<file path="config.mk">
export PLATFORM = sky130hd
export DESIGN_NAME = ptt_sign
export DESIGN_NICKNAME = d
export VERILOG_FILES = /design/src/hdl/ptt_pkg.sv /design/src/hdl/ptt_sign.sv
export SDC_FILE = /design/constraint.sdc
export NUM_CORES = 1
export LEC_CHECK = 0
export BUFFER_PORTS_ARGS = -buffer_cell sky130_fd_sc_hd__buf_2
export CAP_MARGIN = 20
export CELL_PAD_IN_SITES_DETAIL_PLACEMENT = 1
export CELL_PAD_IN_SITES_GLOBAL_PLACEMENT = 2
export CORE_ASPECT_RATIO = 1.75
export CORE_UTILIZATION = 20
export DETAILED_ROUTE_END_ITERATION = 16
export PLACE_DENSITY_LB_ADDON = 0.1
export SLEW_MARGIN = 25
export SYNTH_ARGS = -nofsm -noshare
export SYNTH_HDL_FRONTEND = slang
export SYNTH_SLANG_ARGS = --single-unit
export TNS_END_PERCENT = 1
</file>
<file path="constraint.sdc">
create_clock -name clk -period 3.1 [get_ports clk]
set_input_delay 0.62 -clock clk [delete_from_list [all_inputs] [get_ports clk]]
set_output_delay 0.62 -clock clk [all_outputs]
set_load 0.01 [all_outputs]
</file>
<file path="src/hdl/ptt_pkg.sv">
// Types and constants of the point-in-triangle unit
package ptt_pkg;

  localparam int CoordBits = 16;
  localparam int DiffBits  = CoordBits + 1;
  localparam int ProdBits  = 2 * DiffBits;

  // orientation slots
  localparam int OrAbc   = 0;
  localparam int OrApc   = 1;
  localparam int OrAbp   = 2;
  localparam int OrBcp   = 3;
  localparam int NumOr   = 4;

  typedef logic signed [CoordBits-1:0] coord_t;
  typedef logic signed [DiffBits-1:0]  diff_t;
  typedef logic signed [ProdBits-1:0]  prod_t;

  typedef struct packed {
    coord_t point_x;
    coord_t point_y;
    coord_t point_z;
    coord_t vert_a_x;
    coord_t vert_a_y;
    coord_t vert_a_z;
    coord_t vert_b_x;
    coord_t vert_b_y;
    coord_t vert_b_z;
    coord_t vert_c_x;
    coord_t vert_c_y;
    coord_t vert_c_z;
  } ptt_in_t;

  typedef struct packed {
    logic inside_res;
    logic in_box;
  } ptt_out_t;

  // stage 1: coordinate differences
  typedef struct packed {
    logic  valid;
    logic  box;
    diff_t acx;
    diff_t acy;
    diff_t bcx;
    diff_t bcy;
    diff_t pcx;
    diff_t pcy;
    diff_t apx;
    diff_t apy;
    diff_t bpx;
    diff_t bpy;
    diff_t cpx;
    diff_t cpy;
  } ptt_diff_t;

  // stage 2: the two products of each orientation
  typedef struct packed {
    logic              valid;
    logic              box;
    prod_t [NumOr-1:0] lhs;
    prod_t [NumOr-1:0] rhs;
  } ptt_prod_t;

  // stage 3: orientation signs
  typedef struct packed {
    logic             valid;
    logic             box;
    logic [NumOr-1:0] pos;
    logic [NumOr-1:0] neg;
  } ptt_sign_t;

endpackage

</file>
<file path="src/hdl/ptt_sign.sv">
// Stage 3: sign of each orientation from its two products
module ptt_sign (
  input  logic               clk,
  input  logic               rst_n,
  input  ptt_pkg::ptt_prod_t prod_i,
  output ptt_pkg::ptt_sign_t sign_o
);
  import ptt_pkg::*;

  ptt_sign_t sign_r, sign_nxt;

  always_comb begin
    sign_nxt.valid = prod_i.valid;
    sign_nxt.box   = prod_i.box;
    for (int i = 0; i < NumOr; i++) begin
      sign_nxt.pos[i] = prod_i.lhs[i] > prod_i.rhs[i];
      sign_nxt.neg[i] = prod_i.lhs[i] < prod_i.rhs[i];
    end
  end

  always_ff @(posedge clk) begin
    if (!rst_n) begin
      sign_r <= '0;
    end else begin
      sign_r <= sign_nxt;
    end
  end

  assign sign_o = sign_r;

endmodule

</file>
* Yosys cells after proc, flatten, opt, wreduce, memory -nomap -nowiden
Cells that the tools add are included.
Word-level totals: input port bits 276, memory bits (writable) 0, memories kept 0, bits in latches 0, register bits 10, logic and storage cells 12, output and inout bits 10, bits in read-only memories 0
Cells by class: shift operators 0, mux-type cells 0, equality and inequality tests 0, reductions and logical operators 0, order comparisons 8, bitwise operators 0, div/mod/pow operators 0, multipliers 0, $add $sub $neg 0
Operators by type and width (number):
- 34-bit > comparator | 4
- 34-bit < comparator | 4

* Logic depth before layout (Yosys ltp)
depth after elaboration 1, depth in mapped cells 8, gate-level depth less buffers 8

* Least setup slack after synthesis
OpenSTA, ideal clock, no wires.
path kind input-to-reg, start point in prod_i[67] (netlist name), end point reg sign_r (netlist bit sign_o[1]), setup slack 746 ps, cell stages on the path 7, data required time 2965 ps, setup time 135 ps, buffers on the path 0, data arrival time 2219 ps, path through inv_1 > ha_1 > nand4_2 > or4_4 > nor4_4 > a2111oi_2 > mux2i_1
Between the ends: word-level cells in the longest chain between the ends 1
RTL lines:
- start, declared | line ptt_sign.sv:5 | input ptt_pkg::ptt_prod_t prod_i,
- 34-bit < comparator | line ptt_sign.sv:17 | sign_nxt.neg[i] = prod_i.lhs[i] < prod_i.rhs[i];
- end signal, assigned | line ptt_sign.sv:25 | sign_r <= sign_nxt;
- end, declared | line ptt_sign.sv:10 | ptt_sign_t sign_r, sign_nxt;
No other way between the ends. A chain may end at the register's enable or synchronous reset.

* Worst setup path after layout
start point in prod_i[118] (netlist name), end point reg sign_r (netlist bit sign_o[7])
Between the ends: word-level cells in the longest chain between the ends 1
RTL lines:
- 34-bit > comparator | line ptt_sign.sv:16 | sign_nxt.pos[i] = prod_i.lhs[i] > prod_i.rhs[i];
No other way between the ends.

==> out/results.txt <==
CP Cell Sequence: buf_2 > inv_1 > ha_1 > nand4_1 > nor3_1 > a221o_1 > o31a_1 > a211oi_1 > mux2i_1
Post-CTS Setup Inserts: 0
Critical path endpoint category: flip-flop
CTS tree: yes
Ys flop type: dfxtp_1
CP Max Fanout: 3
Worst path max stage delay: 0.39 ns
Post-CTS Resized: 0
Syn_nets: 933
WL per Instance: 13.4 um
Total Wirelength: 14100 um
Grt total ovfl: 0
Post-synth EDFFs: 0
Worst path slowest cell: a211oi_1
Std cell rows: 66
Die Wd: 106 um
Tmin final: 2.32 ns
CTS root buffer: clkbuf_16
Syn Inst Count: 521
CTS Buf Count: 3
Post-DRT Antenna Nets: 0
FILL cells: 2433
Most numerous cell in the Yosys netlist: inv_1
Max reg flops: 10
Cell family with most CP delay: compound AO/OA/AOI/OAI gates
Core area: 18600 sq um
Setup tns final: 0 ns
Initial antenna violation count: 3
Final setup viols: 0
Starting Density: 20.4%
Status: finished, final reports clean
Max-slew violation count: 0
Worst Path Buf+Inv: 2
Area Growth Syn to Fin: 47.9%
DIE AREA: 19500 sq um
Clock Path Buffers: 2
CTS clk-pin slew, worst paths: 0.04 ns
YS warnings: 0
Clock H-tree levels: 1
First-pass GRT wire length: 22500 um
Gp weighted congestion: 0.811
Slew @ Worst Pin: 0.469 ns
Layout cells sized above 1: 36.7%
Area leader, netlist: ha_1
Final worst-path cycle share: 75.0%
CP required: 3.26 ns
RSZ-0062 raised after global routing: false
Pre-antenna DRT Iters: 4
DRT iter0 DRCs: 32
P per Cell Area: 184 nW/um^2
Fmax: 430 MHz
Largest net degree at the start of global routing: 15
WS Path Type: input port to flip-flop
Most common library cells after synthesis: inv_1 (142), ha_1 (136), a21oi_1 (56)
Vias in the first global route: 5238
CTS Hold Bufs: 0
DR vias: 4585
GRT Util Overall: 14.3%
Sequential fraction of the synthesis area: 5.29%
Top-area cell type share of the netlist area: 45.0%
Yosys reg bits: 10
Netlist cell types: 27
Asr flop ratio synth: 0%
Hold Path Class: input port to flip-flop
Worst hold slack: 0.598 ns
Via/cell ratio: 4.37
Syn Area/Cell: 7.26 sq um
I/O Buffers: 285
Cell area after synthesis: 3780 sq um
DRC errors left: 0
Post-layout nets: 1222
Max-cap violations: 0
Setup crit start kind: input port
Clk sinks: 10
WP data arrival: 2.49 ns
VDD IR max: 0.102 mV
Final Hold Fails: 0
Post-DP HPWL: 13700 um
Pleak: 3.51 nW
Synth top area cells: ha_1 (45%), inv_1 (14%), a21oi_1 (7.4%)
I/O Pins: 286
Die Y: 184 um
Slew HR: 68.5%
kinds of logic (layout without fill, tap and decap cells):
group | count (synthesis) | after routing | share of synthesized area [%]
other | 0 | 2 | 0
adders and majority gates | 136 | 136 | 45.0
AOI/OAI and AO/OA | 106 | 106 | 16.6
DFF | 10 | 10 | 5.29
muxes | 8 | 8 | 2.12
buffers and inverters | 143 | 431 | 14.2
and+or+nand+nor | 118 | 118 | 16.9
stage by stage:
step	cell area (sq um)	power (mW)	setup slack [ns]	utilization, %	instances
final	5600	1.03	0.776	30.1	1049
after global routing	5600	1.16	0.614	30.1	1049
after global placement	5510	0.770	0.484	29.6	1043
after detailed placement	5510	0.792	0.466	29.6	1043
after CTS	5590	1.06	0.707	30.1	1047
after floorplan	3780	0.492	0.746	-	521
power breakdown:
group / leakage (nW) / internal, mW / switching (mW)
Combinational: 3.38 / 0.319 / 0.309
Sequential: 0.0834 / 0.144 / 0.00346
Clock: 0.0442 / 0.194 / 0.0606
per-layer routing:
layer / track usage [%] / share of wire [%] / vias up
li1: - / - / 2376
met1: 12.2 / 32 / 2043
met2: 32.2 / 60 / 158
met3: 3.47 / 7.3 / 6
met4: 1.50 / 0.37 / 2
met5: 0 / 0.092 / -
final timing paths:
kind	start	end	slack, ns	cells past startpoint
max	prod_i[118]	sign_o[7]	0.78	9
min	prod_i[273]	sign_o[9]	0.60	2
cell usage in the layout, fill, tap and decap left out, types with 3 or more instances in the layout:
master,count
buf_2,285
inv_1,142
ha_1,136
a21oi_1,56
nand2_1,40
nand4_1,24
o21ai_0,20
nand3_1,18
nor2_1,12
a211oi_1,12
nand2b_1,10
dfxtp_1,10
mux2i_1,8
a21o_1,6
clkbuf_16,3
area by class of cell:
type	count	area, sq um	area share, %
antenna	2	5.00	0.0894
inverter	142	533	9.52
multi-input combinational	368	3050	54.4
sequential	10	200	3.58
timing repair buffer	285	1430	25.5
tap	238	298	5.32
clock buffer	4	88.8	1.59
No activity file was read; power rests on OpenSTA's default activity.
