$ cat src/hdl/ptt_pkg.sv
// Types and constants of the point-in-triangle unit
package ptt_pkg;

  localparam int CoordBits = 16;
  localparam int DiffBits  = CoordBits + 1;
  localparam int ProdBits  = 2 * DiffBits;

  // orientation slots
  localparam int OrAbc   = 0;
  localparam int OrApc   = 1;
  localparam int OrAbp   = 2;
  localparam int OrBcp   = 3;
  localparam int NumOr   = 4;

  typedef logic signed [CoordBits-1:0] coord_t;
  typedef logic signed [DiffBits-1:0]  diff_t;
  typedef logic signed [ProdBits-1:0]  prod_t;

  typedef struct packed {
    coord_t point_x;
    coord_t point_y;
    coord_t point_z;
    coord_t vert_a_x;
    coord_t vert_a_y;
    coord_t vert_a_z;
    coord_t vert_b_x;
    coord_t vert_b_y;
    coord_t vert_b_z;
    coord_t vert_c_x;
    coord_t vert_c_y;
    coord_t vert_c_z;
  } ptt_in_t;

  typedef struct packed {
    logic inside_res;
    logic in_box;
  } ptt_out_t;

  // stage 1: coordinate differences
  typedef struct packed {
    logic  valid;
    logic  box;
    diff_t acx;
    diff_t acy;
    diff_t bcx;
    diff_t bcy;
    diff_t pcx;
    diff_t pcy;
    diff_t apx;
    diff_t apy;
    diff_t bpx;
    diff_t bpy;
    diff_t cpx;
    diff_t cpy;
  } ptt_diff_t;

  // stage 2: the two products of each orientation
  typedef struct packed {
    logic              valid;
    logic              box;
    prod_t [NumOr-1:0] lhs;
    prod_t [NumOr-1:0] rhs;
  } ptt_prod_t;

  // stage 3: orientation signs
  typedef struct packed {
    logic             valid;
    logic             box;
    logic [NumOr-1:0] pos;
    logic [NumOr-1:0] neg;
  } ptt_sign_t;

endpackage

$ cat src/hdl/ptt_diff.sv
// Stage 1: bounding-box test and coordinate differences
module ptt_diff (
  input  logic             clk,
  input  logic             rst_n,
  input  logic             valid_i,
  input  ptt_pkg::ptt_in_t req_i,
  output ptt_pkg::ptt_diff_t diff_o
);
  import ptt_pkg::*;

  ptt_diff_t diff_r, diff_nxt;

  function automatic logic in_bounds(coord_t p, coord_t a, coord_t b, coord_t c);
    in_bounds = (p >= a || p >= b || p >= c) && (p <= a || p <= b || p <= c);
  endfunction

  function automatic diff_t sub(coord_t u, coord_t v);
    sub = DiffBits'(u) - DiffBits'(v);
  endfunction

  always_comb begin
    diff_nxt.valid = valid_i;
    // z takes part in the box only
    diff_nxt.box = in_bounds(req_i.point_x, req_i.vert_a_x, req_i.vert_b_x, req_i.vert_c_x) &&
                   in_bounds(req_i.point_y, req_i.vert_a_y, req_i.vert_b_y, req_i.vert_c_y) &&
                   in_bounds(req_i.point_z, req_i.vert_a_z, req_i.vert_b_z, req_i.vert_c_z);
    diff_nxt.acx = sub(req_i.vert_a_x, req_i.vert_c_x);
    diff_nxt.acy = sub(req_i.vert_a_y, req_i.vert_c_y);
    diff_nxt.bcx = sub(req_i.vert_b_x, req_i.vert_c_x);
    diff_nxt.bcy = sub(req_i.vert_b_y, req_i.vert_c_y);
    diff_nxt.pcx = sub(req_i.point_x, req_i.vert_c_x);
    diff_nxt.pcy = sub(req_i.point_y, req_i.vert_c_y);
    diff_nxt.apx = sub(req_i.vert_a_x, req_i.point_x);
    diff_nxt.apy = sub(req_i.vert_a_y, req_i.point_y);
    diff_nxt.bpx = sub(req_i.vert_b_x, req_i.point_x);
    diff_nxt.bpy = sub(req_i.vert_b_y, req_i.point_y);
    diff_nxt.cpx = sub(req_i.vert_c_x, req_i.point_x);
    diff_nxt.cpy = sub(req_i.vert_c_y, req_i.point_y);
  end

  always_ff @(posedge clk) begin
    if (!rst_n) begin
      diff_r <= '0;
    end else begin
      diff_r <= diff_nxt;
    end
  end

  assign diff_o = diff_r;

endmodule

$ cat config.mk
export PLATFORM = sky130hd
export DESIGN_NAME = ptt_diff
export DESIGN_NICKNAME = d
export VERILOG_FILES = /design/src/hdl/ptt_pkg.sv /design/src/hdl/ptt_diff.sv
export SDC_FILE = /design/constraint.sdc
export NUM_CORES = 1
export LEC_CHECK = 0
export BUFFER_PORTS_ARGS = -buffer_cell sky130_fd_sc_hd__buf_2
export CAP_MARGIN = 20
export CORE_MARGIN = 5
export CORE_UTILIZATION = 49
export CTS_CLUSTER_DIAMETER = 50
export DETAILED_ROUTE_END_ITERATION = 7
export PLACE_DENSITY = 0.78
export SLEW_MARGIN = 40
export SYNTH_ARGS = -nofsm -noshare
export SYNTH_HDL_FRONTEND = slang
export SYNTH_SLANG_ARGS = --single-unit
$ cat constraint.sdc
create_clock -name clk -period 2.6 [get_ports clk]
set_clock_uncertainty 0.15 [all_clocks]
set_input_delay 0.52 -clock clk [delete_from_list [all_inputs] [get_ports clk]]
set_output_delay 0.52 -clock clk [all_outputs]
set_load 0.01 [all_outputs]
Yosys cells after proc, flatten, opt, wreduce, memory -nomap -nowiden:

Index checks and enable logic that the tools add are counted.

* register bits: 206
* bits in latches: 0
* RAM bits: 0
* ROM bits: 0
* input port bits: 195
* output and inout port bits: 206
* memories kept: 0

* add/sub/neg operators: 12
* multiply operators: 0
* div/mod/pow operators: 0
* $lt $le $gt $ge: 18
* equality and inequality tests: 0
* shifts and indexed selects: 0
* multiplexer cells: 0
* bitwise operators: 0
* reductions and logical operators: 17

Operator list (number)
* $sub 16x16->17: 12
* $ge 16x16->1: 9
* $le 16x16->1: 9
* $logic_or 1x1->1: 12
* $logic_and 1x1->1: 5

Logic depth before layout (Yosys ltp):

* depth in word-level cells: 6
* mapped depth: 12
* gate-level depth less buffers: 12

Worst setup path before layout:

OpenSTA, ideal clock, no wires.

* path kind: input to register
* start point: in req_i[112] (netlist name)
* end point: reg diff_r, in the netlist diff_o[184]
* data arrival time: 2.598 ns
* data required time: 2.322 ns
* path slack: -0.275 ns
* cell stages on the path: 12
* buffers on the path: 0
* cells stage by stage: inv_1 ha_1 fa_1 nor2b_1 o21a_1 o21ai_0 a2111oi_0 nor2_1 a21oi_1 a31oi_1 xor2_1 nor2_1

* word-level cells in the longest chain between the ends: 1

RTL lines
* from (decl): RTL line ptt_diff.sv:6 `input ptt_pkg::ptt_in_t req_i,`
* $sub 16x16->17: RTL line ptt_diff.sv:18 `sub = DiffBits'(u) - DiffBits'(v);`
* to (signal assigned): RTL line ptt_diff.sv:45 `diff_r <= diff_nxt;`
* to (decl): RTL line ptt_diff.sv:11 `ptt_diff_t diff_r, diff_nxt;`

Every way passes these cells.
A chain may end at the register's enable or synchronous reset.

Worst setup path in the final report:

* start point: in req_i[26] (netlist name)
* end point: reg diff_r, in the netlist diff_o[204]

* word-level cells in the longest chain between the ends: 5
* elaborated cells between the ends (all ways): 7

RTL lines
* $ge 16x16->1 / $le 16x16->1 (equally long branches): RTL line ptt_diff.sv:14 `in_bounds = (p >= a || p >= b || p >= c) && (p <= a || p <= b || p <= c);`
* $logic_or 1x1->1: RTL line ptt_diff.sv:14
* $logic_and 1x1->1 *: RTL line ptt_diff.sv:14
* $logic_and 1x1->1 *: RTL line ptt_diff.sv:24 `diff_nxt.box = in_bounds(req_i.point_x, req_i.vert_a_x, req_i.vert_b_x, req_i.vert_c_x) &&`
* $logic_and 1x1->1 *: RTL line ptt_diff.sv:25 `in_bounds(req_i.point_y, req_i.vert_a_y, req_i.vert_b_y, req_i.vert_c_y) &&`

Every way passes the cells marked *; elsewhere a longest branch is shown, timed or not.

==> reports/metrics.sh <==
END_KIND='register'
INITIAL_UTILIZATION_PCT=49.2
SWITCHINGPOWER_mW=4.08
CLOCK_TREE_FROM_TRITONCTS='yes'
TIMING.CRITICAL_PATH.REQUIRED_PS=2930
DIE-WIDTH_UM=185
TIMING.CRITICAL_PATH.FROM_TYPE='input pin'
POST_SYNTHESIS_CELLS=1803
POWER_FRAC_COMB_PCT=39.3
PORT-BUFFER-COUNT=400
CRITPATHKIND='in2reg'
AVERAGE_ROUTED_WIRE_PER_STANDARD_CELL_UM=18.9
MIN_PATH_TYPE='in2reg'
POST-ROUTE-PERIOD-UTIL_PCT=98.5
YOSYSTOPAREACELLSHARE_PCT=27.3
SYNTH_FLOP_CELL='dfxtp_1'
DETAIL_ROUTE.DRC_VIOLATIONS=0
PART_OF_THE_TOTAL_POWER_DISSIPATED_IN_THE_CLOCK_NETWORK_PCT=30.4
FIN_HOLD_VIOLS=0
SYNTH_CELL_TYPE_COUNT=75
ROWS=64
HOLDBUFCOUNTCTS=0
HPWL_UM=48600
SWITCHING_SHARE_PCT=33.8
TIMING.FINAL.MAX_SLEW_VIOLATIONS=0
REPORT.FINAL.SETUP_VIOL=0
SYNTH-EDFF-COUNT=0
RSZ_0062_RAISED_AFTER_GLOBAL_ROUTING='yes'
MAX_CLOCK_FREQ_MHz=390
TIMING.CRITICAL_PATH.FANOUT_MAX=4
POWER_DENSITY_nW_PER_UM2=538
FIRST_GLOBAL_VIAS=17200
AVG_SYNTHESIZED_CELL_AREA_UM2=8.28
CTS_MADE_BUFFERS=25
FINALNETCOUNT=3125
PIN_COUNT_OF_THE_BIGGEST_NET_ENTERING_GLOBAL_ROUTING=49
ROUTABILITYCONGESTION=1.02
SLEW_HEADROOM_PCT=66.8
FINAL_PERIOD_MINUS_WORST_SETUP_SLACK_PS=2560
SYNTH_ASYNC_SR_FLOP_SHARE_PCT=0
POST_SYNTH_MOST_FREQUENT_CELLS='ha_1, nor2_1, dfxtp_1, inv_1, a21oi_1'
MAX_SLEW.WORST_PIN.SLEW_PS=491
WHS_PATH_DEPTH=2
GRT_ANTENNA_BEFORE_REPAIR=11
POWER.INTERNAL_mW=7.98
FIRST_PASS_ITERS=6
WHS_PS=53.4
DIE_AREA_UM2=34100
WIRELENGTH_ROUTED_UM=58300
DETAILROUTE.VIA_COUNT=16700
MAX_CAP_VIOL_COUNT=0
SYNTH_TOP_AREA_CELL='dfxtp_1'
LAYOUT_OVERHEAD_ON_THE_SYNTHESIZED_AREA_PCT=50.1
FILLER_CELL_COUNT=2258
HTREE_NUM_LEVELS=1
CTS.ROOT.BUFFER_CELL='clkbuf_16'
P_SEQ_SHARE_PCT=30.3
STATIC-LEAKAGE-POWER_nW=11.9
TRITONCTS_NUM_SINKS=204
CRITPATHARRIVALTIME_PS=2900
SEQUENTIAL_TO_TOTAL_AREA_SHARE_FROM_YOSYS_STAT_PCT=27.3
MULTI_INPUT_COMB_AREA_UM2=10600
PATH_CLK_SLEW_PS=60
IR_WORST_VDD_mV=0.531
GRT_USE_TOTAL_PCT=32.4
WORST_HOLD_PATH.ENDPOINT='diff_o[205]$_SDFF_PN0_'
DIE_HEIGHT_UM=185
GLOBAL_ROUTE_WIRE_LENGTH_BEFORE_REPAIR_UM=88000
DRT.ANTENNA.VIOLATING_NETS=0
DESIGN.PORTCOUNT=401
P_TOTAL_mW=12.1
CELL_WITH_THE_MOST_INSTANCES_AFTER_SYNTHESIS='ha_1'
SYNTH-WARNING-COUNT=0
YOSYS_REGISTER_BITS=204
SYNTHESIS.AREA_UM2=14900
CTS_MAX_PATH_BUFFERS=3
SYNTH_NETS=2256
LARGEST_REGISTER_FF_COUNT=204
FF_LATCH_AREA_UM2=4080
HOLD_START='valid_i'
FINAL_LAYOUT_SIZE_SUFFIX_GT1_SHARE_PCT=38.2
GLOBAL_ROUTE.OVERFLOW_TOTAL=0
FIN_SETUP_TNS_PS=0
CORE-AREA_UM2=30300
YOSYS-TOP-CELLS-AREA='dfxtp_1, ha_1, nor2_1'
DRT-VIAS-PER-INSTANCE=5.41
STATUS='completed'
FIRST_ITER_VIOLATIONS=1187
==> kinds of logic (layout without fill, tap and decap cells) <==
family	Yosys count	count (layout)	synth area share, %
flip-flops	204	204	27.3
AO/OA/AOI/OAI	420	420	18.3
other	0	7	0
multiplexers	14	14	0.947
buffers and inverters	219	1105	5.56
XOR/XNOR	118	118	6.92
adder cells (fa/ha/maj)	258	258	22.2
AND/OR/NAND/NOR	570	570	18.7
==> what timing repair did <==
action                                  CTS  global route
gates resized for setup                   5            57
endpoints found under the setup margin    3            34
setup buffers                             1             5
pin swaps                                 1            25
==> power by group through the flow <==
stage | registers [mW] | logic [mW] | clock network [mW]
after floorplan | 3.92 | 2.10 | 0
after detailed placement | 3.71 | 4.52 | 0
after global placement | 3.70 | 4.42 | 0
after CTS | 3.65 | 4.58 | 3.72
after global routing | 3.69 | 5.11 | 3.85
final | 3.65 | 4.74 | 3.67
==> placed cells by master, fill, tap and decap left out, types with 63 or more instances in the layout <==
cell type,n
dfxtp_1,204
a21oi_1,116
nor2_1,214
nor3_1,63
nand2_1,68
buf_4,483
buf_2,399
inv_1,166
xnor2_1,71
ha_1,233
==> how the worst max path moves through the flow <==
stage | depth (start not counted) | startpoint | slack, ps | endpoint
after floorplan | 11 | req_i[17] | -90 | diff_o[149]$_SDFF_PN0_
after global placement | 12 | req_i[161] | -600 | diff_o[204]$_SDFF_PN0_
after detailed placement | 12 | req_i[161] | -640 | diff_o[204]$_SDFF_PN0_
after CTS | 13 | req_i[17] | 3 | diff_o[151]$_SDFF_PN0_
after global routing | 13 | req_i[161] | -60 | diff_o[204]$_SDFF_PN0_
final | 13 | req_i[26] | 40 | diff_o[204]$_SDFF_PN0_
==> layout make-up <==
| class | count | share of cell area [%] |
|---|---|---|
| antenna | 7 | 0.0781 |
| clock buffer | 29 | 3.04 |
| clock inverter | 15 | 0.926 |
| inverter | 176 | 3.15 |
| multi-input combinational | 1380 | 47.1 |
| sequential | 204 | 18.2 |
| tap | 396 | 2.21 |
| timing repair buffer | 885 | 25.3 |
==> stage by stage <==
step,setup WS (ps),area [um^2],cells,util [%]
6_report,38.2,22400,3092,73.9
3_3_place_gp,-597,21200,3035,69.8
4_1_cts,3.35,22100,3080,72.9
5_1_grt,-56.1,22400,3091,73.9
2_1_floorplan,-93.2,15200,1803,-
3_5_place_dp,-635,21200,3035,69.8
==> critical path, stage by stage <==
cell	delay, ps
buf_2	100
inv_1	50
ha_1	350
buf_4	180
nand3_1	70
o22ai_1	90
or2_1	240
o31ai_2	370
a21oi_1	190
o211ai_1	200
o2bb2ai_1	110
a31oi_2	240
o211a_1	180
==> per-layer routing <==
layer	vias to the layer above	track usage [%]	share of wire [%]
met2	718	57.7	49
li1	8045	-	-
met3	142	5.19	8.1
met5	-	0	0.051
met1	7810	39.2	39
met4	6	12.2	4.0
(Power assumes the default switching activity.)
